===== config.mk =====
export PLATFORM = sky130hd
export DESIGN_NAME = block_size_header_parser_unit
export DESIGN_NICKNAME = d
export VERILOG_FILES = /design/src/hdl/bshp_pkg.sv /design/src/hdl/bshp_parser.sv /design/src/hdl/bshp_obuf.sv /design/src/hdl/block_size_header_parser_unit.sv
export SDC_FILE = /design/constraint.sdc
export NUM_CORES = 1
export LEC_CHECK = 0
export ABC_AREA = 1
export BUFFER_PORTS_ARGS = -buffer_cell sky130_fd_sc_hd__buf_2
export CAP_MARGIN = 20
export CORE_MARGIN = 3
export CORE_UTILIZATION = 55
export CTS_CLUSTER_DIAMETER = 60
export DETAILED_ROUTE_END_ITERATION = 10
export PLACE_DENSITY = 0.73
export SLEW_MARGIN = 40
export SYNTH_ARGS = -nofsm -noshare
export SYNTH_HDL_FRONTEND = slang
export SYNTH_HIERARCHICAL = 1
export SYNTH_SLANG_ARGS = --single-unit

===== constraint.sdc =====
create_clock -name clk -period 4.1 [get_ports clk]
set_clock_uncertainty 0.05 [all_clocks]
set_input_delay 1.025 -clock clk [delete_from_list [all_inputs] [get_ports clk]]
set_output_delay 1.025 -clock clk [all_outputs]
set_load 0.02 [all_outputs]

===== src/hdl/bshp_pkg.sv =====
// shared types and constants for the block size header parser
`default_nettype none

package bshp_pkg;

    localparam int PART_COMPONENTS = 3;
    localparam logic [1:0] PART_LAST = 2'(PART_COMPONENTS - 1);

    localparam int CFG_WIDTH = 4;

    localparam logic REG_PACK_MODE_BIT   = 1'b0;
    localparam logic REG_CRC_PRESENT_BIT = 1'b1;

    typedef enum logic [4:0] {
        PH_CLEN   = 5'd0,
        PH_PLEN   = 5'd1,
        PH_MODE   = 5'd2,
        PH_BLOCKS = 5'd3,
        PH_PINFO  = 5'd4,
        PH_PRAW   = 5'd5,
        PH_PST1   = 5'd6,
        PH_PST2   = 5'd7,
        PH_QRAW   = 5'd8,
        PH_QST1   = 5'd9,
        PH_QST2   = 5'd10,
        PH_SRAW   = 5'd11,
        PH_SST1   = 5'd12,
        PH_SST2   = 5'd13,
        PH_TOTP   = 5'd14,
        PH_TOTQ   = 5'd15,
        PH_TOTS   = 5'd16,
        PH_CRC    = 5'd17,
        PH_IDLE   = 5'd18
    } phase_t;

    typedef struct packed {
        logic [7:0] header_byte;
        logic       start_header;
    } byte_t;

    typedef struct packed {
        logic [4:0]  field_kind;
        logic [7:0]  block_index;
        logic [1:0]  part_index;
        logic [31:0] field_value;
        logic        header_done;
        logic        status;
    } field_t;

endpackage

`default_nettype wire


===== src/hdl/bshp_parser.sv =====
// byte assembler and header phase sequencer with configuration registers
`default_nettype none

module bshp_parser (
    input  wire logic                          clk,
    input  wire logic                          rst_n,
    input  wire logic                          accept,
    input  wire bshp_pkg::byte_t               byte_in,
    input  wire logic                          cfg_we,
    input  wire logic                          cfg_index,
    input  wire logic [bshp_pkg::CFG_WIDTH-1:0] cfg_data,
    output logic                               res_valid,
    output bshp_pkg::field_t                   res
);

    logic [3:0]        pack_bit_reg;
    logic [3:0]        crc_bit_reg;

    bshp_pkg::phase_t  phase_reg, phase_next;
    logic [31:0]       shift_reg, shift_next;
    logic [2:0]        left_reg, left_next;
    logic [31:0]       expected_reg, expected_next;
    logic [15:0]       mode_reg, mode_next;
    logic [7:0]        blocks_reg, blocks_next;
    logic [7:0]        pinfo_reg, pinfo_next;
    logic [7:0]        blk_reg, blk_next;
    logic [1:0]        part_reg, part_next;
    logic [31:0]       total_reg, total_next;

    bshp_pkg::phase_t  phase_eff;
    bshp_pkg::phase_t  ph_nx;
    bshp_pkg::phase_t  ph_after_blocks;
    bshp_pkg::phase_t  ph_after_p;
    bshp_pkg::phase_t  ph_after_s;
    logic [31:0]       shift_eff;
    logic [2:0]        left_eff;
    logic [7:0]        blk_eff;
    logic [1:0]        part_eff;
    logic [31:0]       v;
    logic [2:0]        left_dec;
    logic [7:0]        blk_inc;
    logic [1:0]        part_after_p;
    logic [31:0]       sum_add;
    logic              v_zero;

    function automatic logic [2:0] bytes_for(bshp_pkg::phase_t ph, logic [7:0] pinfo);
        logic [2:0] n;
        case (ph) inside
            bshp_pkg::PH_MODE:                                     n = 3'd2;
            bshp_pkg::PH_BLOCKS, bshp_pkg::PH_PINFO:               n = 3'd1;
            bshp_pkg::PH_PRAW, bshp_pkg::PH_PST1, bshp_pkg::PH_PST2:
                n = pinfo[0] ? 3'd3 : 3'd2;
            bshp_pkg::PH_QRAW, bshp_pkg::PH_QST1, bshp_pkg::PH_QST2:
                n = pinfo[2] ? 3'd3 : 3'd2;
            bshp_pkg::PH_SRAW, bshp_pkg::PH_SST1, bshp_pkg::PH_SST2:
                n = pinfo[4] ? 3'd3 : 3'd2;
            default:                                               n = 3'd4;
        endcase
        return n;
    endfunction

    // configuration registers
    always_ff @(posedge clk or negedge rst_n)
    begin
        if (!rst_n)
        begin
            pack_bit_reg <= 4'd0;
            crc_bit_reg  <= 4'd1;
        end
        else if (cfg_we)
        begin
            unique case (cfg_index)
                bshp_pkg::REG_PACK_MODE_BIT:   pack_bit_reg <= cfg_data;
                bshp_pkg::REG_CRC_PRESENT_BIT: crc_bit_reg  <= cfg_data;
            endcase
        end
    end

    always_ff @(posedge clk or negedge rst_n)
    begin
        if (!rst_n)
        begin
            phase_reg    <= bshp_pkg::PH_CLEN;
            shift_reg    <= '0;
            left_reg     <= 3'd4;
            expected_reg <= '0;
            mode_reg     <= '0;
            blocks_reg   <= '0;
            pinfo_reg    <= '0;
            blk_reg      <= '0;
            part_reg     <= '0;
            total_reg    <= '0;
        end
        else
        begin
            phase_reg    <= phase_next;
            shift_reg    <= shift_next;
            left_reg     <= left_next;
            expected_reg <= expected_next;
            mode_reg     <= mode_next;
            blocks_reg   <= blocks_next;
            pinfo_reg    <= pinfo_next;
            blk_reg      <= blk_next;
            part_reg     <= part_next;
            total_reg    <= total_next;
        end
    end

    always_comb
    begin
        phase_eff = phase_reg;
        shift_eff = shift_reg;
        left_eff  = left_reg;
        blk_eff   = blk_reg;
        part_eff  = part_reg;
        if (byte_in.start_header)
        begin
            phase_eff = bshp_pkg::PH_CLEN;
            shift_eff = '0;
            left_eff  = 3'd4;
            blk_eff   = '0;
            part_eff  = '0;
        end

        v        = {shift_eff[23:0], byte_in.header_byte};
        left_dec = (left_eff != 3'd0) ? left_eff - 3'd1 : 3'd0;
        v_zero   = (v == 32'd0);
        sum_add  = total_reg + v;

        ph_after_blocks = mode_reg[crc_bit_reg] ? bshp_pkg::PH_CRC : bshp_pkg::PH_IDLE;

        if (part_eff == bshp_pkg::PART_LAST)
        begin
            part_after_p = 2'd0;
            ph_after_p   = bshp_pkg::PH_QRAW;
        end
        else
        begin
            part_after_p = part_eff + 2'd1;
            ph_after_p   = bshp_pkg::PH_PRAW;
        end

        blk_inc = blk_eff + 8'd1;
        if (blk_inc != 8'd0 && blk_inc < blocks_reg)
            ph_after_s = bshp_pkg::PH_PRAW;
        else
            ph_after_s = ph_after_blocks;

        phase_next    = phase_reg;
        shift_next    = shift_reg;
        left_next     = left_reg;
        expected_next = expected_reg;
        mode_next     = mode_reg;
        blocks_next   = blocks_reg;
        pinfo_next    = pinfo_reg;
        blk_next      = blk_reg;
        part_next     = part_reg;
        total_next    = total_reg;
        ph_nx         = bshp_pkg::PH_IDLE;

        res_valid       = 1'b0;
        res.field_kind  = phase_eff;
        res.block_index = '0;
        res.part_index  = '0;
        res.field_value = v;
        res.header_done = 1'b0;
        res.status      = 1'b0;

        if (accept)
        begin
            if (byte_in.start_header)
            begin
                phase_next = phase_eff;
                shift_next = shift_eff;
                left_next  = left_eff;
                blk_next   = blk_eff;
                part_next  = part_eff;
            end
            if (phase_eff != bshp_pkg::PH_IDLE)
            begin
                if (left_dec != 3'd0)
                begin
                    shift_next = v;
                    left_next  = left_dec;
                end
                else
                begin
                    shift_next = '0;
                    unique case (phase_eff)
                        bshp_pkg::PH_CLEN: ph_nx = bshp_pkg::PH_PLEN;
                        bshp_pkg::PH_PLEN:
                        begin
                            expected_next = v;
                            ph_nx         = bshp_pkg::PH_MODE;
                        end
                        bshp_pkg::PH_MODE:
                        begin
                            mode_next  = v[15:0];
                            total_next = '0;
                            ph_nx      = v[pack_bit_reg] ? bshp_pkg::PH_BLOCKS
                                                         : bshp_pkg::PH_TOTP;
                        end
                        bshp_pkg::PH_BLOCKS:
                        begin
                            blocks_next = v[7:0];
                            ph_nx       = bshp_pkg::PH_PINFO;
                        end
                        bshp_pkg::PH_PINFO:
                        begin
                            pinfo_next = v[7:0];
                            blk_next   = '0;
                            part_next  = '0;
                            ph_nx      = (blocks_reg != 8'd0) ? bshp_pkg::PH_PRAW
                                                              : ph_after_blocks;
                        end
                        bshp_pkg::PH_PRAW:
                        begin
                            if (!v_zero)
                            begin
                                total_next = sum_add;
                                ph_nx      = bshp_pkg::PH_PST1;
                            end
                            else
                            begin
                                part_next = part_after_p;
                                ph_nx     = ph_after_p;
                            end
                        end
                        bshp_pkg::PH_PST1:
                        begin
                            if (pinfo_reg[1])
                                ph_nx = bshp_pkg::PH_PST2;
                            else
                            begin
                                part_next = part_after_p;
                                ph_nx     = ph_after_p;
                            end
                        end
                        bshp_pkg::PH_PST2:
                        begin
                            part_next = part_after_p;
                            ph_nx     = ph_after_p;
                        end
                        bshp_pkg::PH_QRAW:
                        begin
                            if (!v_zero)
                            begin
                                total_next = sum_add;
                                ph_nx      = bshp_pkg::PH_QST1;
                            end
                            else
                                ph_nx = bshp_pkg::PH_SRAW;
                        end
                        bshp_pkg::PH_QST1:
                            ph_nx = pinfo_reg[3] ? bshp_pkg::PH_QST2 : bshp_pkg::PH_SRAW;
                        bshp_pkg::PH_QST2: ph_nx = bshp_pkg::PH_SRAW;
                        bshp_pkg::PH_SRAW:
                        begin
                            if (!v_zero)
                            begin
                                total_next = sum_add;
                                ph_nx      = bshp_pkg::PH_SST1;
                            end
                            else
                            begin
                                blk_next = blk_inc;
                                ph_nx    = ph_after_s;
                            end
                        end
                        bshp_pkg::PH_SST1:
                        begin
                            if (pinfo_reg[5])
                                ph_nx = bshp_pkg::PH_SST2;
                            else
                            begin
                                blk_next = blk_inc;
                                ph_nx    = ph_after_s;
                            end
                        end
                        bshp_pkg::PH_SST2:
                        begin
                            blk_next = blk_inc;
                            ph_nx    = ph_after_s;
                        end
                        bshp_pkg::PH_TOTP:
                        begin
                            total_next = v;
                            ph_nx      = bshp_pkg::PH_TOTQ;
                        end
                        bshp_pkg::PH_TOTQ:
                        begin
                            total_next = sum_add;
                            ph_nx      = bshp_pkg::PH_TOTS;
                        end
                        bshp_pkg::PH_TOTS:
                        begin
                            total_next = sum_add;
                            ph_nx      = ph_after_blocks;
                        end
                        default: ph_nx = bshp_pkg::PH_IDLE;
                    endcase

                    phase_next = ph_nx;
                    left_next  = bytes_for(ph_nx, pinfo_next);

                    res_valid = 1'b1;
                    if (phase_eff >= bshp_pkg::PH_PRAW && phase_eff <= bshp_pkg::PH_SST2)
                        res.block_index = blk_eff;
                    if (phase_eff >= bshp_pkg::PH_PRAW && phase_eff <= bshp_pkg::PH_PST2)
                        res.part_index = part_eff;
                    res.header_done = (ph_nx == bshp_pkg::PH_IDLE);
                    res.status      = (ph_nx == bshp_pkg::PH_IDLE)
                                      && (expected_reg != total_next);
                end
            end
        end
    end

endmodule

`default_nettype wire


===== src/hdl/bshp_obuf.sv =====
// two-entry output buffer: result register plus skid register
`default_nettype none

module bshp_obuf (
    input  wire logic              clk,
    input  wire logic              rst_n,
    input  wire logic              push,
    input  wire bshp_pkg::field_t  push_data,
    output logic                   full,
    output logic                   out_valid,
    output bshp_pkg::field_t       out_data,
    input  wire logic              out_stall
);

    logic             out_valid_reg;
    bshp_pkg::field_t out_data_reg;
    logic             skid_valid_reg;
    bshp_pkg::field_t skid_data_reg;
    logic             load_out;

    assign load_out  = !out_valid_reg || !out_stall;
    assign full      = skid_valid_reg;
    assign out_valid = out_valid_reg;
    assign out_data  = out_data_reg;

    always_ff @(posedge clk or negedge rst_n)
    begin
        if (!rst_n)
        begin
            out_valid_reg  <= 1'b0;
            skid_valid_reg <= 1'b0;
        end
        else if (load_out)
        begin
            out_valid_reg  <= skid_valid_reg || push;
            skid_valid_reg <= skid_valid_reg && push;
        end
        else if (push)
        begin
            skid_valid_reg <= 1'b1;
        end
    end

    always_ff @(posedge clk)
    begin
        if (load_out)
        begin
            if (skid_valid_reg)
            begin
                out_data_reg  <= skid_data_reg;
                skid_data_reg <= push_data;
            end
            else
            begin
                out_data_reg <= push_data;
            end
        end
        else if (push)
        begin
            skid_data_reg <= push_data;
        end
    end

endmodule

`default_nettype wire


===== src/hdl/block_size_header_parser_unit.sv =====
// top level of the block size header parser
// a field is registered in the output result or skid register on its last byte
// throughput: one header byte per cycle while the output buffer is not full
// the two-entry output buffer lets bytes flow under field stall until its skid fills
// reset: parse restarts at the compressed length, sums and counters clear,
// pack mode bit resets to 0 and crc present bit to 1
`default_nettype none

module block_size_header_parser_unit (
    input  wire logic                           clk,
    input  wire logic                           rst_n,
    input  wire logic                           byte_valid,
    output logic                                byte_stall,
    input  wire bshp_pkg::byte_t                byte_data,
    output logic                                field_valid,
    input  wire logic                           field_stall,
    output bshp_pkg::field_t                    field_data,
    input  wire logic                           cfg_we,
    input  wire logic                           cfg_index,
    input  wire logic [bshp_pkg::CFG_WIDTH-1:0] cfg_data
);

    logic             accept;
    logic             res_valid;
    bshp_pkg::field_t res;
    logic             buf_full;

    assign byte_stall = buf_full;
    assign accept     = byte_valid && !buf_full;

    bshp_parser u_parser (
        .clk       (clk),
        .rst_n     (rst_n),
        .accept    (accept),
        .byte_in   (byte_data),
        .cfg_we    (cfg_we),
        .cfg_index (cfg_index),
        .cfg_data  (cfg_data),
        .res_valid (res_valid),
        .res       (res)
    );

    bshp_obuf u_obuf (
        .clk       (clk),
        .rst_n     (rst_n),
        .push      (res_valid),
        .push_data (res),
        .full      (buf_full),
        .out_valid (field_valid),
        .out_data  (field_data),
        .out_stall (field_stall)
    );

endmodule

`default_nettype wire


After elaboration in Yosys (flattened, before gate mapping)
Index checks and enable logic that the tools add are counted.
- register bits: 252
- word-level logic and storage cells: 188
- add/sub/neg operators: 4
- magnitude comparators: 6
- equality and inequality tests: 34
- mux-type cells: 81
- bitwise logic cells: 2
- reductions and logical operators: 34
- operator list (kind ; number):
    $mux 32 ; 8
    $mux 49 ; 4
    $pmux 32 s4 ; 1
    $pmux 5 s17 ; 1
    $eq 5x4->1 const B ; 14
    $mux 5 ; 12
    $mux 8 ; 7
    $eq 5x3->1 const B ; 8
    $add 32x32->32 ; 1
    $logic_not 32->1 ; 1
    $ne 32x32->1 ; 1
    $pmux 8 s4 ; 1
    $mux 10 ; 3
    $mux 3 ; 10
    $mux 2 ; 13
    $mux 6 ; 4
    $eq 5x2->1 const B ; 4
    $reduce_and 4->1 ; 4
    $reduce_bool 8->1 ; 2
    $mux 4 ; 3
    $reduce_or 3->1 ; 4
    $mux 1 ; 11
    $eq 5x5->1 const B ; 2
    $add 8x1->8 const B ; 1
    25 further kinds ; 41

Logic depth before layout (Yosys ltp)
Gate-level depths: netlist (run 1).
- depth in word-level cells: 19
- depth in mapped cells: 28
- gate-level depth less buffers: 26

Modules after synthesis
Netlist (run 1), hierarchy kept.
- by module, submodules not included (module ; times used ; cells each ; area each (um2)):
    bshp_parser ; 1 ; 1747 ; 11050.6
    bshp_obuf ; 1 ; 268 ; 3663.5
    block_size_header_parser_unit ; 1 ; 2 ; 10.0

Worst setup path after synthesis (run 1)
No wires, ideal clock.
- kind: input to register
- start: in byte_data[0] (netlist name)
- end: reg u_obuf/skid_data_reg[0] (netlist name) (enable)
- setup time: 0.408 ns
- arrival: 3.809 ns
- data required time: 3.642 ns
- setup slack: -0.166 ns
- stages: 13
- cells stage by stage: buf_6 inv_8 buf_6 nand2_1 nand2_1 ha_1 nor3_2 inv_1 nor2_1 buf_2 buf_2 nand2_1 nand2_1
- cells in the longest elaborated chain, start to end: 9
- ends and longest elaborated chain (element ; line ; RTL):
    start, declared ; block_size_header_parser_unit.sv:14 ; input wire bshp_pkg::byte_t byte_data,
    $mux 3 ; bshp_parser.sv:116 ; if (byte_in.start_header)
    $sub 3x1->3 / $reduce_bool 3->1 (equally long branches) ; bshp_parser.sv:126 ; left_dec = (left_eff != 3'd0) ? left_eff - 3'd1 : 3'd0;
    $mux 3 ; bshp_parser.sv:126 ;
    $reduce_bool 3->1 ; bshp_parser.sv:181 ; if (left_dec != 3'd0)
    $mux 1 ; bshp_parser.sv:181 ;
    $mux 1 (*) ; bshp_parser.sv:179 ; if (phase_eff != bshp_pkg::PH_IDLE)
    $mux 1 (*) ; bshp_parser.sv:169 ; if (accept)
    named net res_valid ; block_size_header_parser_unit.sv:24 ; logic res_valid;
    $reduce_bool 2->1 (no line) (*) ; -- ;
    $reduce_and 2->1 (no line) (*) ; -- ;
    end signal, assigned ; bshp_obuf.sv:51 ; skid_data_reg <= push_data;
    end signal, assigned ; bshp_obuf.sv:60 ; skid_data_reg <= push_data;
    end, declared ; bshp_obuf.sv:18 ; bshp_pkg::field_t skid_data_reg;
The timed path passes the listed nets; every way through them passes the cells marked *.
A chain may end at the register's enable or synchronous reset.

==> impl_metrics.tcl, run 1 <==
set metrics [dict create \
    ys_seq_area_share_pct 44.8 \
    worst-path-max-fanout 7 \
    syn_nets 2079 \
    r2r_setup_slack_ps 560 \
    slew_violations 0 \
    hold_viol 0 \
    dp_hpwl_um 34600 \
    max_cap_viol_count 0 \
    numCtsBuffers 27 \
    final_common_cell "nand2_1" \
    wl_met3_um 4270 \
    via_per_inst 5.57 \
    rows 59 \
    layout_common_cells "768 x nand2_1, 234 x inv_1, 178 x buf_4" \
    syn_to_final_growth_pct 19.8 \
    postRouteWirelength_um 45600 \
    wl_met2_um 20200 \
    tightest_slew_ps 729 \
    drt-met1-wl_um 20400 \
    io_pins 70 \
    total_power_mw 9.38 \
    p_per_area_nw_per_um2 532 \
    hold_ws_ps 434 \
    wl_per_cell_um 17.6 \
    clockBufferDepth 3 \
    min_period_ps 3900 \
    synthCells 2017 \
    crit_required_ps 4350 \
    port_buffers 69 \
    dr.first_iter.drc_count 1609 \
    floorplan.initialDensity_pct 56.2 \
    die-area_um2 28800 \
    synth_warnings 6 \
    p_leak_nw 9.14 \
    post_cts_buffers 0 \
    worstSetupPathType "primary input to flip-flop" \
    core_um2 26200 \
    slew_headroom_pct 51.4 \
    finalCritPeriodShare_pct 95.1 \
    cts-root-buf "clkbuf_16" \
    routabilityCongestion 1.04 \
    synth_seq_cells 244 \
    grt_max_degree 83 \
    syn_area_um2 14700 \
    max_freq_mhz 256 \
    clock_latency_ps 540 \
    max-vdd-ir-drop_mv 0.489 \
    vias 14400 \
    ys_types 48 \
    hp-class "flip-flop to flip-flop" \
    rsz0062_at_grt "no" \
    drtAntennaViolNets 0 \
    n_antenna_cell 0 \
    highest-signal-layer "met4" \
    die_h_um 170 \
    final_net_count 2299 \
    clock_sinks 244 \
    drive_gt1_share_pct 16.5 \
    ctsHtreeMaxLevel 1 \
    syn-mean-instance-area_um2 7.30 \
    grt_util_all_layers_pct 31.6 \
    endpoint_kind "flip-flop" \
    die_width_um 170 \
    grt_pass1_wl_um 72300 \
    antenna_found_initial 0 \
    cts_tree "done" \
    firstDrtPassIters 6 \
    grt_pass1_vias 13400 \
    setup_violations 0 \
    status "complete, no violations" \
    arrival_ps 4150 \
    grt-ovfl-total 0 \
    route.detailed.drc 0 \
    cp-start-kind "primary input" \
    path_clk_slew_ps 60 \
]
==> metal layers <==
metal,up-vias,track usage [%]
met3,69,4.47
li1,6947,-
met4,0,5.83
met5,-,0
met1,6767,47.8
met2,654,49.3
==> through the flow <==
step                instances  TNS (ps)  util [%]  instance area (um2)  worst slack [ps]
floorplan                2017         0         -                14700               295
detailed placement       2543     -1180      63.4                16600              -634
global placement         2543     -1220      63.4                16600              -666
CTS                      2593         0      67.1                17600              37.4
finish                   2593         0      67.3                17600               200
global route             2593         0      67.3                17600              6.43
==> critical path: stages <==
cell	delay [ps]
clkbuf_4	170
buf_4	200
nor2_2	220
ha_1	320
nand2_1	170
nor2_1	100
inv_1	80
nor2_1	70
nand2_1	90
nand2_2	110
buf_4	160
or2_2	260
nand3_1	100
nand3_1	110
nand2_1	80
nand4_1	90
nor2_1	160
nand2_1	100
nor2_4	140
nand3_2	130
nand2_1	90
inv_1	50
nand2_1	60
nand2_1	50
==> cell usage after synthesis (all sizes together) <==
master / number / area share (%)
a211oi: 1 / 0.051
a21boi: 3 / 0.20
a21oi: 57 / 2.1
a22oi: 1 / 0.051
a31oi: 3 / 0.13
a41oi: 1 / 0.059
and2: 3 / 0.13
and3: 3 / 0.13
buf: 33 / 1.7
clkbuf: 30 / 0.76
clkinv: 2 / 0.051
dfrtp: 144 / 24
dfstp: 2 / 0.36
edfxtp: 98 / 20
fa: 1 / 0.14
ha: 42 / 3.6
inv: 241 / 6.2
nand2: 783 / 20
nand3: 133 / 4.6
nand3b: 15 / 0.76
nand4: 39 / 1.7
nor2: 144 / 3.8
nor3: 22 / 0.78
o211ai: 4 / 0.20
o21ai: 159 / 5.4
o21bai: 6 / 0.31
o221ai: 5 / 0.30
o22ai: 10 / 0.42
o311ai: 1 / 0.059
or2: 22 / 0.93
xnor2: 5 / 0.30
xor2: 4 / 0.24
==> path summary, 6_finish.rpt <==
path / start / cells after the start / endpoint
worst max-delay path: byte_data[0] / 24 / u_obuf/out_data[0]
worst min-delay path: u_parser/mode_reg[12] / 2 / u_parser/mode_reg[12]
worst max register to register: u_parser/total_reg[0] / 21 / u_obuf/out_data[0]
worst min register to register: u_parser/mode_reg[12] / 2 / u_parser/mode_reg[12]
max in group asynchronous: rst_n / 2 / u_parser/shift_reg[1]
min in group asynchronous: rst_n / 1 / u_parser/total_reg[24]
==> repair_timing <==
item | CTS | global route
hold endpoints to repair | 0 | 0
endpoints found under the setup margin | 1 | 2
hold buffers | 0 | 0
resized for setup | 4 | 14
==> kinds of logic after synthesis <==
group	synth area share [%]
adders and majority gates	3.70
AOI/OAI and AO/OA	9.31
and+or+nand+nor	32.9
buffers and inverters	8.74
xor gates and xnor gates	0.535
DFF	44.8
==> area by class of cell <==
| class | instances | area, um2 |
|---|---|---|
| Timing Repair Buffer | 254 | 1830 |
| Clock buffer | 35 | 776 |
| Inverter | 243 | 922 |
| Sequential cell | 244 | 6600 |
| Tap cell | 335 | 419 |
| Multi-Input combinational cell | 1467 | 6910 |
| Clock inverter | 15 | 185 |
| Fill cell | 2240 | 8560 |
==> power by group <==
group | leakage [nW] | total, mW | switching, mW | internal, mW
combinational | 5.71 | 3.50 | 2.13 | 1.37
sequential | 2.95 | 3.31 | 0.332 | 2.98
clock | 0.470 | 2.57 | 0.991 | 1.58
total | 9.14 | 9.38 | 3.45 | 5.93
Power figures use the tool's default switching activity.
==> inputs of run 2 (changes only) <==
--- a/config.mk
+++ b/config.mk
@@ -13,8 +13,8 @@
 export CTS_CLUSTER_DIAMETER = 60
 export DETAILED_ROUTE_END_ITERATION = 10
 export PLACE_DENSITY = 0.73
+export RECOVER_POWER = 25
 export SLEW_MARGIN = 40
 export SYNTH_ARGS = -nofsm -noshare
 export SYNTH_HDL_FRONTEND = slang
-export SYNTH_HIERARCHICAL = 1
 export SYNTH_SLANG_ARGS = --single-unit
==> run 2 against run 1 <==
Against the previous run: the flow now finishes with violations (max-capacitance violations, max-slew violations); hold slack improved by 1.2 ps; critical endpoint is now u_obuf.out_data[0]; sequential power barely moved; combinational power fell by 5%; final cell count fell by 1.4%.
==> impl_metrics.tcl, run 2 <==
set metrics [dict create \
    post_cts_buffers 0 \
    cp-startpoint "byte_data[0]" \
    synth_top_area_share_pct 24.7 \
    synth_seq_cells 244 \
    n_antenna_cell 0 \
    min_period_ps 3730 \
    postRouteWirelength_um 43800 \
    drive_gt1_share_pct 12.5 \
    slew_violations 56 \
    r2r_setup_slack_ps 750 \
    final_common_cell "nand2_1" \
    vias 13900 \
    synth.most_common_cell "nand2_1" \
    total_power_mw 9.14 \
    wl_per_cell_um 17.2 \
    synthCells 2022 \
    r2r_end "u_obuf.out_data[0]" \
    dp_slack_ps -131 \
    worst-r2r-cell-count 21 \
    cpMostUsedCell "nand2_1" \
    synth_commonest_cells "754 x nand2_1, 266 x inv_1, 196 x o21ai_0" \
    dr.first_iter.drc_count 1283 \
    cp_slowest_cell "ha_1" \
    path_depth 25 \
    grt_pass1_vias 13100 \
    layout_common_cells "754 x nand2_1, 266 x inv_1, 195 x o21ai_0" \
    finalCritPeriodShare_pct 90.9 \
    syn_to_final_growth_pct 16.9 \
    clock_sinks 244 \
    drtAntennaViolNets 0 \
    route.detailed.drc 0 \
    core_um2 26100 \
    status "finished, violations left" \
    die_h_um 169 \
    hold_viol 0 \
    hold_ws_ps 435 \
    antenna_found_initial 0 \
    final_net_count 2260 \
    die-area_um2 28600 \
    cp-start-kind "primary input" \
    crit_required_ps 4360 \
    numCtsBuffers 29 \
    slew_headroom_pct -91.8 \
    rows 59 \
    path_buf_inv 5 \
    synthFlopType "dfrtp_1" \
    cts_tree "done" \
    synth_warnings 0 \
    cts-root-buf "clkbuf_16" \
    grt_max_degree 89 \
    die_width_um 169 \
    arrival_ps 3990 \
    port_buffers 69 \
    via_per_inst 5.46 \
    worstSetupPathType "primary input to flip-flop" \
    rsz0062_at_grt "no" \
    hold_buffers 0 \
    layout_setup_ws_ps 372 \
    p_leak_nw 8.69 \
    final_util_pct 65.6 \
    tightest_slew_ps 2880 \
    syn-mean-instance-area_um2 7.23 \
    cts_resized 0 \
    ys_seq_area_share_pct 45.1 \
    synth_area_leader_cell "dfrtp_1" \
    max-vdd-ir-drop_mv 0.407 \
    critPathTopFamily "simple AND/OR/NAND/NOR gates" \
    p_per_area_nw_per_um2 535 \
    dp.cells 2501 \
    syn_nets 2084 \
    max_cap_viol_count 1 \
    ctsHtreeMaxLevel 1 \
    worst-path-max-fanout 9 \
    io_pins 70 \
    synth_area_leaders "dfrtp_1 25%, edfxtp_1 20%, nand2_1 19%, inv_1 6.8%, o21ai_0 6.7%" \
    synth_edf_count 98 \
    cpPeakStageDelay_ps 380 \
    setup_violations 0 \
    grt_pass1_wl_um 69800 \
    path_clk_slew_ps 60 \
    clock_latency_ps 560 \
    failed_checks "max-capacitance violations, max-slew violations" \
    clockBufferDepth 3 \
    endpoint_kind "flip-flop" \
    hp-class "flip-flop to flip-flop" \
    synthArstFlopShare_pct 59.8 \
    grt_util_all_layers_pct 30.5 \
    max_freq_mhz 268 \
    routabilityCongestion 0.922 \
    cp-endpoint "u_obuf.out_data[0]" \
    firstDrtPassIters 6 \
    grt-ovfl-total 0 \
    ys_types 43 \
    stdcell_count 2556 \
    syn_area_um2 14600 \
    rr_startpoint "u_parser.total_reg[0]" \
    dp_hpwl_um 32600 \
    floorplan.initialDensity_pct 56.1 \
]
[run 2: kinds of logic (layout without fill, tap and decap cells)]
| group | after synthesis | in the layout | share of synthesized area [%] |
|---|---|---|---|
| AND/OR/NAND/NOR | 1127 | 1127 | 32.0 |
| flip-flops | 244 | 244 | 45.1 |
| adder cells (fa/ha/maj) | 43 | 43 | 3.73 |
| XOR/XNOR | 8 | 8 | 0.479 |
| AO/OA/AOI/OAI | 271 | 271 | 9.78 |
| buffers and inverters | 329 | 528 | 8.83 |
[run 2: how the worst min path moves through the flow]
stage,start,end,slack [ps],cells past startpoint
finish,u_parser.mode_reg[5],u_parser.mode_reg[5],440,2
global route,u_parser.shift_reg[19],u_parser.shift_reg[19],450,2
CTS,rst_n,u_parser.expected_reg[29],400,1
detailed placement,u_parser.mode_reg[0],u_parser.mode_reg[0],420,2
global placement,u_parser.pinfo_reg[0],u_parser.pinfo_reg[0],400,2
floorplan,u_parser.pinfo_reg[0],u_parser.pinfo_reg[0],390,2
[run 2: final cells by class]
class | count | area [um2]
tap | 335 | 419
multi-input combinational | 1449 | 6740
clock buffer | 36 | 792
inverter | 277 | 1040
sequential | 244 | 6600
timing repair buffer | 197 | 1350
fill | 2282 | 8970
clock inverter | 18 | 144
[run 2: routing by layer]
metal | share of wire (%) | global-route usage (%) | wire, um | vias to the layer above
met3 | 7.6 | 4.04 | 3330 | 95
li1 | - | - | - | 6840
met5 | 0 | 0 | 0 | -
met1 | 44 | 43.6 | 19400 | 6439
met4 | 3.4 | 10.9 | 1490 | 0
met2 | 45 | 48.1 | 19600 | 570
[run 2: where the power goes]
group | internal [mW] | total (mW) | switching [mW]
sequential | 3.00 | 3.31 | 0.312
clock | 1.40 | 2.50 | 1.10
combinational | 1.19 | 3.32 | 2.13
total | 5.59 | 9.14 | 3.54
[run 2: tightest hold or removal path, delay by kind of cell (launching register included)]
kind            cells  cell delay (ps)
simple gates        1               50
compound gates      1               60
flops               1              340
[run 2: stage by stage]
stage	setup TNS (ps)	cell area, um2
global route	0	17100
finish	0	17100
floorplan	0	14600
global placement	-94.5	16200
CTS	0	17100
detailed placement	-236	16200
